**config.mk**
```make
export PLATFORM = sky130hd
export DESIGN_NAME = length_prefixed_link_negotiator
export DESIGN_NICKNAME = d
export VERILOG_FILES = /design/src/rtl/lpln_pkg.sv /design/src/rtl/lpln_match_cell.sv /design/src/rtl/lpln_matcher.sv /design/src/rtl/length_prefixed_link_negotiator.sv
export VERILOG_INCLUDE_DIRS = /design/src /design/src/rtl
export SDC_FILE = /design/constraint.sdc
export NUM_CORES = 1
export LEC_CHECK = 0
export BUFFER_PORTS_ARGS = -buffer_cell sky130_fd_sc_hd__buf_2
export CAP_MARGIN = 5
export CORE_MARGIN = 3
export CORE_UTILIZATION = 35
export DETAILED_ROUTE_END_ITERATION = 6
export GPL_TIMING_DRIVEN = 0
export PLACE_DENSITY = 0.54
export SLEW_MARGIN = 5
export SYNTH_ARGS = -nofsm -noshare
export SYNTH_HDL_FRONTEND = slang
export SYNTH_HIERARCHICAL = 1
export SYNTH_SLANG_ARGS = --single-unit
```
**constraint.sdc**
```tcl
create_clock -name clk -period 11.4 [get_ports clk]
set_clock_uncertainty 0.2 [all_clocks]
set_input_delay 1.71 -clock clk [delete_from_list [all_inputs] [get_ports clk]]
set_output_delay 1.71 -clock clk [all_outputs]
set_load 0.02 [all_outputs]
```
**src/rtl/length_prefixed_link_negotiator_assert.svh**
```systemverilog
// Assertion macros for the link negotiator block.
// Used by the top level only; clk and rst_n must be visible at the point of use.
// Define NO_ASSERTIONS to compile the checks away.
`ifndef LENGTH_PREFIXED_LINK_NEGOTIATOR_ASSERT_SVH
`define LENGTH_PREFIXED_LINK_NEGOTIATOR_ASSERT_SVH
`ifndef NO_ASSERTIONS
// Condition holds in the same cycle as the antecedent.
`define LPLN_ASSERT_SAME(lbl, ante, cons) \
    lbl: assert property (@(posedge clk) disable iff (!rst_n) (ante) |-> (cons)) \
        else $error("lpln assertion failed: same-cycle check");
// Condition holds in the cycle after the antecedent.
`define LPLN_ASSERT_NEXT(lbl, ante, cons) \
    lbl: assert property (@(posedge clk) disable iff (!rst_n) (ante) |=> (cons)) \
        else $error("lpln assertion failed: next-cycle check");
`else
`define LPLN_ASSERT_SAME(lbl, ante, cons)
`define LPLN_ASSERT_NEXT(lbl, ante, cons)
`endif
`endif

```
**src/rtl/lpln_pkg.sv**
```systemverilog
// Shared types and constants for the link negotiator.
// No dependencies; imported by every module of the block.
package lpln_pkg;

    localparam int LPLN_MAX_FRAME_LEN = 4096;
    localparam int HDR_W              = 32;
    localparam int FLEN_W             = 13;
    localparam logic [15:0] TIMEOUT_RESET = 16'd2500;

    // op codes
    localparam logic [2:0] OP_ATTACH  = 3'd0;
    localparam logic [2:0] OP_DETACH  = 3'd1;
    localparam logic [2:0] OP_CHECK   = 3'd2;
    localparam logic [2:0] OP_BYTE    = 3'd3;
    localparam logic [2:0] OP_ELAPSED = 3'd4;

    // event codes
    localparam logic [2:0] EV_NONE         = 3'd0;
    localparam logic [2:0] EV_CONNECTED    = 3'd1;
    localparam logic [2:0] EV_DISCONNECTED = 3'd2;
    localparam logic [2:0] EV_READY        = 3'd3;
    localparam logic [2:0] EV_MALFORMED    = 3'd4;
    localparam logic [2:0] EV_TIMEOUT      = 3'd5;

    typedef enum logic [2:0] {
        ST_UNPLUGGED   = 3'd0,
        ST_DISCOVERING = 3'd1,
        ST_NEGOTIATING = 3'd2,
        ST_READY       = 3'd3,
        ST_REJECTED    = 3'd4
    } lpln_mode_t;

    // Capability strings, first character in the top byte.
    // Version key/value string, 44 bytes.
    localparam int VER_LEN = 44;
    localparam logic [VER_LEN*8-1:0] VER_PATTERN = {
        64'h2270_726F_746F_636F,
        64'h6C5F_7665_7273_696F,
        64'h6E22_3A22_6165_7468,
        64'h6572_636F_7265_2D74,
        64'h6163_7469_6C69_7479,
        32'h2E76_3222
    };
    // "type":"CAPABILITIES", 21 bytes.
    localparam int TYPE_LEN = 21;
    localparam logic [TYPE_LEN*8-1:0] TYPE_PATTERN = {
        64'h2274_7970_6522_3A22,
        64'h4341_5041_4249_4C49,
        40'h5449_4553_22
    };

    typedef struct packed {
        logic [2:0]  op;
        logic        connected;
        logic [7:0]  data_byte;
        logic [15:0] elapsed_ms;
    } lpln_in_t;

    typedef struct packed {
        logic [2:0]        link_state;
        logic [2:0]        event_res;
        logic              body_valid;
        logic [7:0]        body_byte;
        logic              body_last;
        logic [FLEN_W-1:0] frame_length;
    } lpln_out_t;

    // Control handed from the link controller to the match chains.
    typedef struct packed {
        logic       shift;
        logic       clear;
        logic [7:0] data;
    } lpln_match_ctl_t;

endpackage

```
**src/rtl/lpln_match_cell.sv**
```systemverilog
// One cell of a string match chain: holds "pattern prefix up to here matched".
// Depends on lpln_pkg.
module lpln_match_cell #(
    parameter logic [7:0] CHAR   = 8'h00,
    parameter bit         STICKY = 1'b0
) (
    input  logic                      clk,
    input  logic                      rst_n,
    input  lpln_pkg::lpln_match_ctl_t ctl,
    input  logic                      prev,
    output logic                      hit,
    output logic                      matched
);
    import lpln_pkg::*;

    logic matched_reg;
    logic matched_next;

    assign hit = prev && (ctl.data == CHAR);

    always_comb
    begin
        matched_next = matched_reg;
        if (ctl.clear)
        begin
            matched_next = 1'b0;
        end
        else if (ctl.shift)
        begin
            // last cell keeps its hit for the rest of the body
            matched_next = hit || (STICKY && matched_reg);
        end
    end

    always_ff @(posedge clk or negedge rst_n)
    begin
        if (!rst_n)
        begin
            matched_reg <= 1'b0;
        end
        else
        begin
            matched_reg <= matched_next;
        end
    end

    assign matched = matched_reg;

endmodule

```
**src/rtl/lpln_matcher.sv**
```systemverilog
// Chain of match cells that finds one fixed string inside a frame body.
// Depends on lpln_pkg and lpln_match_cell.
module lpln_matcher #(
    parameter int                 LEN     = lpln_pkg::VER_LEN,
    parameter logic [LEN*8-1:0]   PATTERN = lpln_pkg::VER_PATTERN
) (
    input  logic                      clk,
    input  logic                      rst_n,
    input  lpln_pkg::lpln_match_ctl_t ctl,
    output logic                      found
);
    import lpln_pkg::*;

    logic [LEN-1:0] hit;
    logic [LEN-1:0] matched;

    for (genvar i = 0; i < LEN; i++)
    begin : g_cell
        logic prev;
        if (i == 0)
        begin : g_head
            assign prev = 1'b1;
        end
        else
        begin : g_body
            assign prev = matched[i-1];
        end

        lpln_match_cell #(
            .CHAR   (PATTERN[(LEN-1-i)*8 +: 8]),
            .STICKY (i == LEN-1)
        ) u_cell (
            .clk     (clk),
            .rst_n   (rst_n),
            .ctl     (ctl),
            .prev    (prev),
            .hit     (hit[i]),
            .matched (matched[i])
        );
    end

    // includes a completion on the byte being presented now
    assign found = matched[LEN-1] || hit[LEN-1];

endmodule

```
**src/rtl/length_prefixed_link_negotiator.sv**
```systemverilog
// Top level of the length-prefixed link negotiator.
// Depends on lpln_pkg, lpln_matcher (and its cells) and the assertion header.
// Usage:
//   in_valid/in_stall/in_data carry one command transaction (attach, detach,
//   link check, received byte, elapsed time). Every accepted transaction
//   yields exactly one result transaction on out_valid/out_stall/out_data:
//   link state after the command, event code and the deframed body byte.
//   cfg_valid/cfg_ready/cfg_data writes the negotiation timeout (ms); it is
//   always ready and should be written only while the block is idle.
// Timing:
//   The result is registered, valid in the cycle after accept. Throughput is one
//   transaction per cycle: the whole state update, including one step of the
//   match cell chains, completes in the accept cycle. The output register is
//   the only buffer, so in_stall rises while a held result is stalled.
// Reset:
//   rst_n is asynchronous. Afterwards the backend is detached, the link is
//   unplugged, the frame state is empty and the timeout is 2500 ms.
// Structure:
//   Two chains of match cells, one per capability string, each cell keeping
//   one "prefix matched" bit and passing it to its neighbor on every body byte.
`include "length_prefixed_link_negotiator_assert.svh"

module length_prefixed_link_negotiator #(
    parameter int MAX_FRAME_LEN = lpln_pkg::LPLN_MAX_FRAME_LEN
) (
    input  logic               clk,
    input  logic               rst_n,
    input  logic               in_valid,
    output logic               in_stall,
    input  lpln_pkg::lpln_in_t in_data,
    output logic               out_valid,
    input  logic               out_stall,
    output lpln_pkg::lpln_out_t out_data,
    input  logic               cfg_valid,
    output logic               cfg_ready,
    input  logic [15:0]        cfg_data
);
    import lpln_pkg::*;

    localparam int CNT_W = $clog2(MAX_FRAME_LEN + 1);

    // ---------------- registers ----------------
    logic              attached_reg, attached_next;
    lpln_mode_t        mode_reg, mode_next;
    logic [2:0]        hdr_cnt_reg, hdr_cnt_next;
    logic [HDR_W-1:0]  hdr_val_reg, hdr_val_next;
    logic [CNT_W-1:0]  body_cnt_reg, body_cnt_next;
    logic [15:0]       left_reg, left_next;
    logic [15:0]       timeout_reg, timeout_next;
    logic              out_valid_reg, out_valid_next;
    lpln_out_t         out_data_reg, out_data_next;

    // ---------------- decode ----------------
    logic             accept;
    logic             attach_do, detach_do, unplug_do, connect_do;
    logic             byte_ok, hdr_byte, body_byte, malformed, last_byte, make_ready;
    logic             tick, timeout_hit, countdown, clr;
    logic [HDR_W-1:0] hdr_shift;
    logic [CNT_W-1:0] body_inc;
    logic             found_ver, found_type;
    lpln_match_ctl_t  match_ctl;

    // Output register frees the input while the result is taken.
    assign in_stall  = out_valid_reg && out_stall;
    assign accept    = in_valid && !in_stall;
    assign cfg_ready = 1'b1;

    always_comb
    begin
        attach_do  = (in_data.op == OP_ATTACH) && !attached_reg;
        detach_do  = (in_data.op == OP_DETACH) && attached_reg;
        unplug_do  = (in_data.op == OP_CHECK) && attached_reg && !in_data.connected
                     && (mode_reg != ST_UNPLUGGED);
        connect_do = (in_data.op == OP_CHECK) && attached_reg && in_data.connected
                     && ((mode_reg == ST_UNPLUGGED) || (mode_reg == ST_DISCOVERING));

        byte_ok   = (in_data.op == OP_BYTE) && attached_reg
                    && ((mode_reg == ST_NEGOTIATING) || (mode_reg == ST_READY));
        // header phase while fewer than four length bytes are in
        hdr_byte  = byte_ok && !hdr_cnt_reg[2];
        body_byte = byte_ok && hdr_cnt_reg[2];
        hdr_shift = {hdr_val_reg[HDR_W-9:0], in_data.data_byte};
        malformed = hdr_byte && (hdr_cnt_reg == 3'd3)
                    && ((hdr_shift == '0) || (hdr_shift > HDR_W'(MAX_FRAME_LEN)));

        body_inc   = body_cnt_reg + CNT_W'(1);
        last_byte  = body_byte && (HDR_W'(body_inc) >= hdr_val_reg);
        make_ready = last_byte && (mode_reg == ST_NEGOTIATING) && found_ver && found_type;

        tick        = (in_data.op == OP_ELAPSED) && attached_reg
                      && (mode_reg == ST_NEGOTIATING) && (in_data.elapsed_ms != 16'd0);
        timeout_hit = tick && (in_data.elapsed_ms >= left_reg);
        countdown   = tick && !timeout_hit;

        // frame state is dropped at frame end, on reject and on unplug
        clr = detach_do || unplug_do || malformed || last_byte || timeout_hit;
    end

    assign match_ctl.shift = accept && body_byte;
    assign match_ctl.clear = accept && clr;
    assign match_ctl.data  = in_data.data_byte;

    lpln_matcher #(
        .LEN     (VER_LEN),
        .PATTERN (VER_PATTERN)
    ) u_ver_match (
        .clk   (clk),
        .rst_n (rst_n),
        .ctl   (match_ctl),
        .found (found_ver)
    );

    lpln_matcher #(
        .LEN     (TYPE_LEN),
        .PATTERN (TYPE_PATTERN)
    ) u_type_match (
        .clk   (clk),
        .rst_n (rst_n),
        .ctl   (match_ctl),
        .found (found_type)
    );

    // ---------------- next state ----------------
    always_comb
    begin
        attached_next = attached_reg;
        mode_next     = mode_reg;
        hdr_cnt_next  = hdr_cnt_reg;
        hdr_val_next  = hdr_val_reg;
        body_cnt_next = body_cnt_reg;
        left_next     = left_reg;
        timeout_next  = timeout_reg;

        if (cfg_valid && cfg_ready)
        begin
            timeout_next = cfg_data;
        end

        if (accept)
        begin
            if (attach_do)
            begin
                attached_next = 1'b1;
                mode_next     = ST_DISCOVERING;
            end
            if (detach_do)
            begin
                attached_next = 1'b0;
                mode_next     = ST_UNPLUGGED;
            end
            if (unplug_do)
            begin
                mode_next = ST_UNPLUGGED;
            end
            if (connect_do)
            begin
                mode_next = ST_NEGOTIATING;
                left_next = timeout_reg;
            end
            if (hdr_byte)
            begin
                hdr_cnt_next = hdr_cnt_reg + 3'd1;
                hdr_val_next = hdr_shift;
            end
            if (body_byte)
            begin
                body_cnt_next = body_inc;
            end
            if (malformed || timeout_hit)
            begin
                mode_next = ST_REJECTED;
            end
            if (make_ready)
            begin
                mode_next = ST_READY;
            end
            if (countdown)
            begin
                left_next = left_reg - in_data.elapsed_ms;
            end
            if (clr)
            begin
                hdr_cnt_next  = 3'd0;
                hdr_val_next  = '0;
                body_cnt_next = '0;
            end
        end
    end

    // ---------------- outputs ----------------
    always_comb
    begin
        out_data_next            = out_data_reg;
        out_valid_next           = out_valid_reg && out_stall;
        if (accept)
        begin
            out_valid_next             = 1'b1;
            out_data_next.link_state   = mode_next;
            out_data_next.event_res    = EV_NONE;
            out_data_next.body_valid   = body_byte;
            out_data_next.body_byte    = body_byte ? in_data.data_byte : 8'd0;
            out_data_next.body_last    = last_byte;
            out_data_next.frame_length = last_byte ? hdr_val_reg[FLEN_W-1:0] : '0;
            if (detach_do || unplug_do)
            begin
                out_data_next.event_res = EV_DISCONNECTED;
            end
            else if (connect_do)
            begin
                out_data_next.event_res = EV_CONNECTED;
            end
            else if (malformed)
            begin
                out_data_next.event_res = EV_MALFORMED;
            end
            else if (timeout_hit)
            begin
                out_data_next.event_res = EV_TIMEOUT;
            end
            else if (make_ready)
            begin
                out_data_next.event_res = EV_READY;
            end
        end
    end

    always_ff @(posedge clk or negedge rst_n)
    begin
        if (!rst_n)
        begin
            attached_reg  <= 1'b0;
            mode_reg      <= ST_UNPLUGGED;
            hdr_cnt_reg   <= 3'd0;
            hdr_val_reg   <= '0;
            body_cnt_reg  <= '0;
            left_reg      <= 16'd0;
            timeout_reg   <= TIMEOUT_RESET;
            out_valid_reg <= 1'b0;
        end
        else
        begin
            attached_reg  <= attached_next;
            mode_reg      <= mode_next;
            hdr_cnt_reg   <= hdr_cnt_next;
            hdr_val_reg   <= hdr_val_next;
            body_cnt_reg  <= body_cnt_next;
            left_reg      <= left_next;
            timeout_reg   <= timeout_next;
            out_valid_reg <= out_valid_next;
        end
    end

    // result payload, no reset needed
    always_ff @(posedge clk)
    begin
        out_data_reg <= out_data_next;
    end

    assign out_valid = out_valid_reg;
    assign out_data  = out_data_reg;

    // ---------------- checks ----------------
    // every accepted transaction leaves a result behind
    `LPLN_ASSERT_NEXT(a_result_follows, accept, out_valid)
    // no frame state survives outside negotiating and ready
    `LPLN_ASSERT_SAME(a_frame_idle_clear,
        !((mode_reg == ST_NEGOTIATING) || (mode_reg == ST_READY)),
        (hdr_cnt_reg == 3'd0) && (body_cnt_reg == '0))
    // a detached backend always reports unplugged
    `LPLN_ASSERT_SAME(a_detached_unplugged, !attached_reg, mode_reg == ST_UNPLUGGED)
    // the end-of-frame flag comes only with a body byte
    `LPLN_ASSERT_SAME(a_last_has_body, out_valid && out_data.body_last, out_data.body_valid)

endmodule
```
## After elaboration in Yosys (flattened, before gate mapping)

Cells that the tools add are included.

| cells by class | value |
|---|---|
| $add $sub $neg | 3 |
| $lt $le $gt $ge | 3 |
| eq/ne operators | 37 |
| muxes and demuxes | 150 |
| reduce and logical (&&, ||, !) cells | 119 |

Operators by type and width:

| cell | count |
|---|---|
| $eq 8x7->1 const B | 24 |
| $mux 1 | 131 |
| $logic_and 1x1->1 | 89 |
| $mux 32 | 2 |
| $eq 8x6->1 const B | 5 |
| $mux 3 | 11 |
| $ge 13x32->1 | 1 |
| $gt 32x13->1 const B | 1 |
| $logic_not 32->1 | 1 |
| $mux 16 | 2 |
| $mux 13 | 2 |
| $ge 16x16->1 | 1 |
| $reduce_bool 16->1 | 1 |
| $sub 16x16->16 | 1 |
| $eq 3x2->1 const B | 5 |
| $add 13x1->13 const B | 1 |
| $logic_or 1x1->1 | 10 |
| $reduce_bool 2->1 | 5 |
| $reduce_and 2->1 | 4 |
| $eq 3x1->1 const B | 2 |
| $logic_not 3->1 | 2 |
| $logic_not 1->1 | 5 |
| $mux 2 | 2 |
| $add 3x1->3 const B | 1 |
| other kinds (3) | 3 |

| storage, ports and cells | value |
|---|---|
| flip-flop bits (word level) | 178 |
| output and inout port bits | 32 |
| logic and storage cells | 391 |

## Longest topological paths before layout

Gate-level depths: netlist (run 1).

| logic depth | value |
|---|---|
| word-level depth | 12 |
| mapped depth | 17 |

## Hierarchy

The synthesis (run 1) kept the hierarchy.

Modules (own cells, without submodules):

| module | instances | cells an instance | area each (um2) |
|---|---|---|---|
| length_prefixed_link_negotiator | 1 | 579 | 6269.8 |
| lpln_match_cell (u_type_match.g_cell[13].u_cell ...) | 17 | 9 | 73.8 |
| lpln_match_cell (u_type_match.g_cell[4].u_cell ...) | 13 | 9 | 76.3 |
| lpln_match_cell (u_type_match.g_cell[10].u_cell ...) | 7 | 9 | 71.3 |
| lpln_match_cell (u_type_match.g_cell[0].u_cell ...) | 6 | 9 | 81.3 |
| lpln_match_cell (u_type_match.g_cell[1].u_cell ...) | 6 | 8 | 80.1 |
| lpln_match_cell (u_ver_match.g_cell[15].u_cell ...) | 6 | 9 | 77.6 |
| lpln_match_cell (u_type_match.g_cell[11].u_cell ...) | 3 | 10 | 77.6 |
| lpln_match_cell (u_type_match.g_cell[20].u_cell ...) | 2 | 8 | 78.8 |
| lpln_match_cell (u_type_match.g_cell[3].u_cell ...) | 2 | 10 | 72.6 |
| lpln_match_cell (u_ver_match.g_cell[42].u_cell) | 1 | 9 | 72.6 |
| lpln_match_cell (u_type_match.g_cell[8].u_cell) | 1 | 10 | 70.1 |
| lpln_match_cell (u_type_match.g_cell[14].u_cell) | 1 | 9 | 68.8 |
| lpln_matcher | 2 | 2 | 10.0 |

## Worst setup path before layout (run 1)

No wires, ideal clock.

| timing | value |
|---|---|
| kind | input port to flip-flop |
| start | input port in_data[13] (netlist bit) |
| end | register u_type_match.g_cell[1].u_cell.matched_reg |
| setup time | 0.122 ns |
| arrival | 7.171 ns |
| data required time | 11.078 ns |
| path slack | 3.907 ns |
| cell stages on the path | 11 |
| buffers on the path | 1 |
| cells stage by stage | inv_1 ha_1 buf_2 nand4_1 or4_1 o2111a_1 nand3_1 nor2_1 nor2_1 and4b_1 a22o_2 |

RTL lines:

| element | line | text |
|---|---|---|
| start: declaration | length_prefixed_link_negotiator.sv:30 | `input lpln_pkg::lpln_in_t in_data,` |
| end signal: assignment | lpln_match_cell.sv:43 | `matched_reg <= matched_next;` |
| end: declaration | lpln_match_cell.sv:16 | `logic matched_reg;` |

==> results of run 1 <==
==> where the power goes <==
group / switching [mW] / internal, mW
Clock: 0.288 / 0.343
Sequential: 0.0174 / 0.679
Combinational: 0.138 / 0.0851
Total: 0.443 / 1.11
==> cell type report <==
class | count | area share, %
buffer | 24 | 1.18
inverter | 52 | 1.56
clock buffer | 21 | 4.19
tap | 390 | 3.89
sequential | 179 | 36.9
timing repair buffer | 82 | 4.37
multi-input combinational | 846 | 46.9
clock inverter | 11 | 0.967
==> layout by cell type, fill, tap and decap left out, types with 27 or more instances in the layout <==
| cell type | n |
|---|---|
| dfrtp_1 | 145 |
| nand2_1 | 96 |
| nor2_1 | 90 |
| buf_2 | 76 |
| nand3b_1 | 71 |
| inv_1 | 52 |
| o21ai_1 | 46 |
| o21ai_0 | 34 |
| ha_1 | 32 |
| a21oi_1 | 29 |
| edfxtp_1 | 29 |
| nand4b_1 | 28 |
| nor3b_1 | 27 |
| a22o_2 | 27 |
==> routing by layer <==
metal / track usage, % / routed length, um
met3: 2.99 / 1130
met5: 0 / 0
met1: 24.4 / 14000
met4: 4.48 / 393
met2: 27.1 / 13000
==> per-stage QoR <==
stage	hold slack (ns)	setup slack, ns
after CTS	0.283	6.22
after floorplan	0.241	3.91
after global placement	0.260	0.735
final	0.283	6.31
after global routing	0.300	6.05
after detailed placement	0.266	5.75
==> worst min path at each step <==
stage	cells after the start	startpoint	endpoint	slack, ns
2_1_floorplan	2	u_ver_match/g_cell[13].u_cell/matched	u_ver_match/g_cell[13].u_cell/matched	0.24
3_3_place_gp	2	u_ver_match/g_cell[17].u_cell/matched	u_ver_match/g_cell[17].u_cell/matched	0.26
3_5_place_dp	2	u_ver_match/g_cell[17].u_cell/matched	u_ver_match/g_cell[17].u_cell/matched	0.27
4_1_cts	2	u_ver_match/g_cell[17].u_cell/matched	u_ver_match/g_cell[17].u_cell/matched	0.28
5_1_grt	2	u_ver_match/g_cell[10].u_cell/matched	u_ver_match/g_cell[10].u_cell/matched	0.30
6_report	2	u_ver_match/g_cell[41].u_cell/matched	u_ver_match/g_cell[41].u_cell/matched	0.28
==> worst reg2reg max path, stage by stage, from the launching register on <==
cell     delay [ns]
dfrtp_1        0.43
ha_1           0.28
nand2_1        0.09
nor2_1         0.22
and3_1         0.29
and3_1         0.29
nand3_1        0.12
xnor2_1        0.24
ha_1           0.31
o21ai_0        0.12
nor4_1         0.26
and3_1         0.39
nor2_1         0.16
nor2_4         0.53
buf_12         0.29
and4b_1        0.24
a22o_2         0.25
==> out/metrics.cfg, run 1 <==
[power]
max-vdd-ir-drop_v=0.000106
p_leak_nw=5.13
power_mw=1.55
cellPowerDensity_nw_per_um2=124

[clock_tree]
cts_root_buffer=clkbuf_16
cts_tree=yes
hold_buffers=0
htree_levels=4
path_clk_slew_ns=0.07
clock_latency_ns=0.45
cts_buffer_depth=2
cts_buffers=17
cts_sinks=179
cts.repair.resized=0
postCtsSetupBuffers=0

[critical_path]
cp-end-kind=flip-flop
crit_chain=buf_2, nor4_1, and3_1, nand4b_1, o2111a_1, nand3_1, nor2_1, nor2_4, buf_12, and4b_1, a22o_2
worst-r2r-cell-count=16
cp_slowest_cell=buf_2
worst-path-buf-inv=2
cp_slowest_stage_delay_ns=0.91
crit_start=in_data[23]
crit_family=simple AND/OR/NAND/NOR gates
arrival_ns=5.24
crit_required_ns=11.54
r2r_slack_ns=6.58
reg2reg_to=u_ver_match/g_cell[31].u_cell/matched
cp-start-kind=primary input
crit_path_end=u_ver_match/g_cell[31].u_cell/matched
cp_num_cells=11
critical_path_class=primary input to flip-flop
cp_max_fo=68
rr_startpoint=body_cnt_reg[0]

[layout]
largest_register_ffs=44
areaGrowthSynthToFinish_pct=15.6
stdcell_area_um2=12500
fillers=2989
multi_input_area_um2=5890
fin_util_pct=41.7
final_cell_count_no_fill=1605
nets=1284
drive_gt1_share_pct=18.1
diodes=0
seq_area_um2=4630

[die]
die-area_um2=33100
fp.dieW_um=182
rows=63
initial_core_util_pct=36.0
core-area_um2=30100
fp.dieH_um=182
pin_count=81

[logic_synthesis]
yosys_warnings=6
synth_area_per_cell_um2=9.86
syn_area_um2=10900
syn_inst=1101
syn-num-nets=1183

[timing]
fmax_mhz=196
finalSetupViolations=0
fin_crit_sh_pct=44.7
grt_setup_unrepaired=false
relSlewSlack_pct=14.2
period_minus_slack_ns=5.09
maxSlewViolCount=0
setup_tns_ns=0
max_slew.worst_pin.slew_ns=1.29
finalHoldViolCount=0

[grt]
track_usage_pct=17.2
grt_start_max_net_pins=102
grt_pass1_vias=8729
overflow=0
antenna_found_initial=0
grt_pass1_wl_um=46800

[placement]
io_buffers=76
dpl.hpwl_um=16600
numPlacedInstances=1573
gp_congestion=0.890
dpl-instance-area_um2=11900

[routing]
ant_nets=0
drtIter0Drc=676
finalWirelength_um=28500
vias_per_cell=5.59
wl_per_cell_um=17.7
drc=0
drt_first_pass_iters=7
routed-via-count=8968

[min_path]
hold_class=flip-flop to flip-flop

[status]
outcome=finished clean

[job]
drv_cap=0

(Power assumes the default switching activity.)
==> run 2: changes to the inputs <==
Settings changed: ABC_AREA from default to 1, PLACE_DENSITY 0.54 to 0.56.
Clock period 11.4 ns to 4.5 ns, I/O delays scaled along.
==> out/metrics.cfg, run 2 <==
[clock_tree]
cts_tree=yes
cts_buffers=17  ; unchanged
path_clk_slew_ns=0.08  ; about the same
cts_root_buffer=clkbuf_16
htree_levels=4  ; unchanged
clock_latency_ns=0.44  ; about the same
cts_buffer_depth=2  ; unchanged
cts_sinks=179  ; unchanged
hold_buffers=0  ; unchanged

[timing]
fin_crit_sh_pct=90.5
maxSlewViolCount=0  ; unchanged
setup_tns_ns=0  ; unchanged
whs_ns=-0.0211  ; -0.304 ns
finalSetupViolations=0  ; unchanged
period_minus_slack_ns=4.07
grt_setup_unrepaired=false
finalHoldViolCount=3  ; +3
fmax_mhz=246
relSlewSlack_pct=42.0  ; +28 points
max_slew.worst_pin.slew_ns=0.870  ; -0.417 ns

[placement]
numPlacedInstances=2123  ; +35%
io_buffers=78  ; +2.6%
dpl.hpwl_um=18300  ; +10%
gp_congestion=0.866  ; -2.7%

[grt]
grt_start_max_net_pins=82  ; -20%
track_usage_pct=16.9  ; -0.27 points
grt_pass1_vias=9839  ; +13%
antenna_found_initial=0  ; unchanged
grt_pass1_wl_um=50300  ; +7.5%
overflow=0  ; unchanged

[min_path]
hold_class=primary input to async pin

[routing]
wl_per_cell_um=14.0  ; -21%
finalWirelength_um=30100  ; +5.7%
ant_nets=0  ; unchanged
vias_per_cell=4.73  ; -15%
drtIter0Drc=650  ; -3.8%
drt_first_pass_iters=5  ; -2
routed-via-count=10200  ; +14%
drc=0  ; unchanged

[logic_synthesis]
syn_inst=1597  ; +45%
syn_area_um2=11900  ; +9.6%
yosys_warnings=6  ; unchanged
synth_area_per_cell_um2=7.45  ; -24%
syn-num-nets=1679  ; +42%

[power]
max-vdd-ir-drop_v=0.000267  ; +150%
p_leak_nw=6.77  ; +32%
cellPowerDensity_nw_per_um2=301  ; +140%

[critical_path]
cp_max_fo=43  ; -37%
cp-start-kind=flip-flop
cp-end-kind=flip-flop
critical_path_class=flip-flop to flip-flop
crit_required_ns=4.67  ; -6.87 ns
arrival_ns=4.24  ; -1.00 ns

[die]
initial_core_util_pct=36.0  ; about the same
core-area_um2=33000  ; +9.7%
die-area_um2=36200  ; +9.3%
rows=66  ; +4.8%
fp.dieW_um=190  ; +4.5%
fp.dieH_um=190  ; +4.5%
pin_count=81  ; unchanged

[job]
drv_cap=0  ; unchanged

[layout]
areaGrowthSynthToFinish_pct=14.5
final_cell_count_no_fill=2155  ; +34%
largest_register_ffs=44  ; unchanged
layout_common_cells=nand2_1 (394), inv_1 (277), nor2_1 (181), dfrtp_1 (145), nand3_1 (102)
final_common_cell=nand2_1
diodes=0  ; unchanged
nets=1782  ; +39%
drive_gt1_share_pct=19.4  ; +1.3 points

[status]
outcome=finished with violations
failed_checks=negative hold slack

run 2: what timing repair did:
item | in CTS | in global routing
gates resized for setup | 0 | 6
setup endpoints to repair | 0 | 65
setup buffers | 0 | 0
run 2: area by class of cell:
| class | instances | area [um^2] |
|---|---|---|
| Buffer | 26 | 150 |
| Clock buffer | 20 | 447 |
| Clock inverter | 12 | 124 |
| Fill cell | 3450 | 19400 |
| Inverter | 279 | 1050 |
| Multi-Input combinational cell | 1113 | 6080 |
| Sequential cell | 179 | 4630 |
| Tap cell | 442 | 553 |
| Timing Repair Buffer | 84 | 571 |
run 2: critical path: stages, from the launching register on:
cell and delay, ns:
dfrtp_1 0.43, nand3_1 0.13, nor3_1 0.26, nand3_1 0.17
nor3_1 0.27, nand2_1 0.11, xor2_1 0.15, inv_1 0.08
ha_1 0.29, a21oi_1 0.13, o21ai_0 0.10, a21oi_1 0.13
nand2_1 0.07, nand2_1 0.24, nand4_4 0.16, nand2_2 0.13
buf_2 0.28, inv_8 0.12, buf_16 0.20, o21bai_1 0.19
a21oi_2 0.13
run 2: path summary, 6_finish.rpt:
path | slack (ns) | endpoint | cells after the start | start
min in group clk | 0.24 | timeout_reg[7] | 3 | cfg_data[7]
worst min register to register | 0.29 | out_valid | 2 | out_valid
worst max-delay path | 0.43 | u_ver_match/g_cell[39].u_cell/matched | 20 | body_cnt_reg[0]
worst max register to register | 0.43 | u_ver_match/g_cell[39].u_cell/matched | 20 | body_cnt_reg[0]
worst min-delay path | -0.02 | left_reg[6] | 1 | rst_n
max in group asynchronous | 3.29 | hdr_val_reg[6] | 2 | rst_n
run 2: routing by layer:
layer | vias up | global-route usage [%] | part of all wire (%)
li1 | 5225 | - | -
met3 | 15 | 3.20 | 4.2
met1 | 4782 | 23.9 | 50
met4 | 0 | 3.22 | 0.75
met2 | 174 | 27.2 | 46
met5 | - | 0 | 0
run 2: stage by stage:
stage                     instance area [um^2]  hold WS [ns]  total power [mW]  utilization [%]  setup slack (ns)
after floorplan                          11900         0.179              2.34                -             0.337
after global placement                   12800         0.268              2.62             38.9            -0.921
after detailed placement                 13000         0.271              2.64             39.4             0.211
after CTS                                13600       0.00479              4.15             41.2             0.180
after global routing                     13600        0.0218              4.34             41.2          0.000465
final                                    13600       -0.0211              4.09             41.2             0.429
run 2: power by group:
part           switching (mW)  internal, mW
Clock                   0.694         0.791
Combinational           0.534         0.284
Sequential             0.0524          1.74
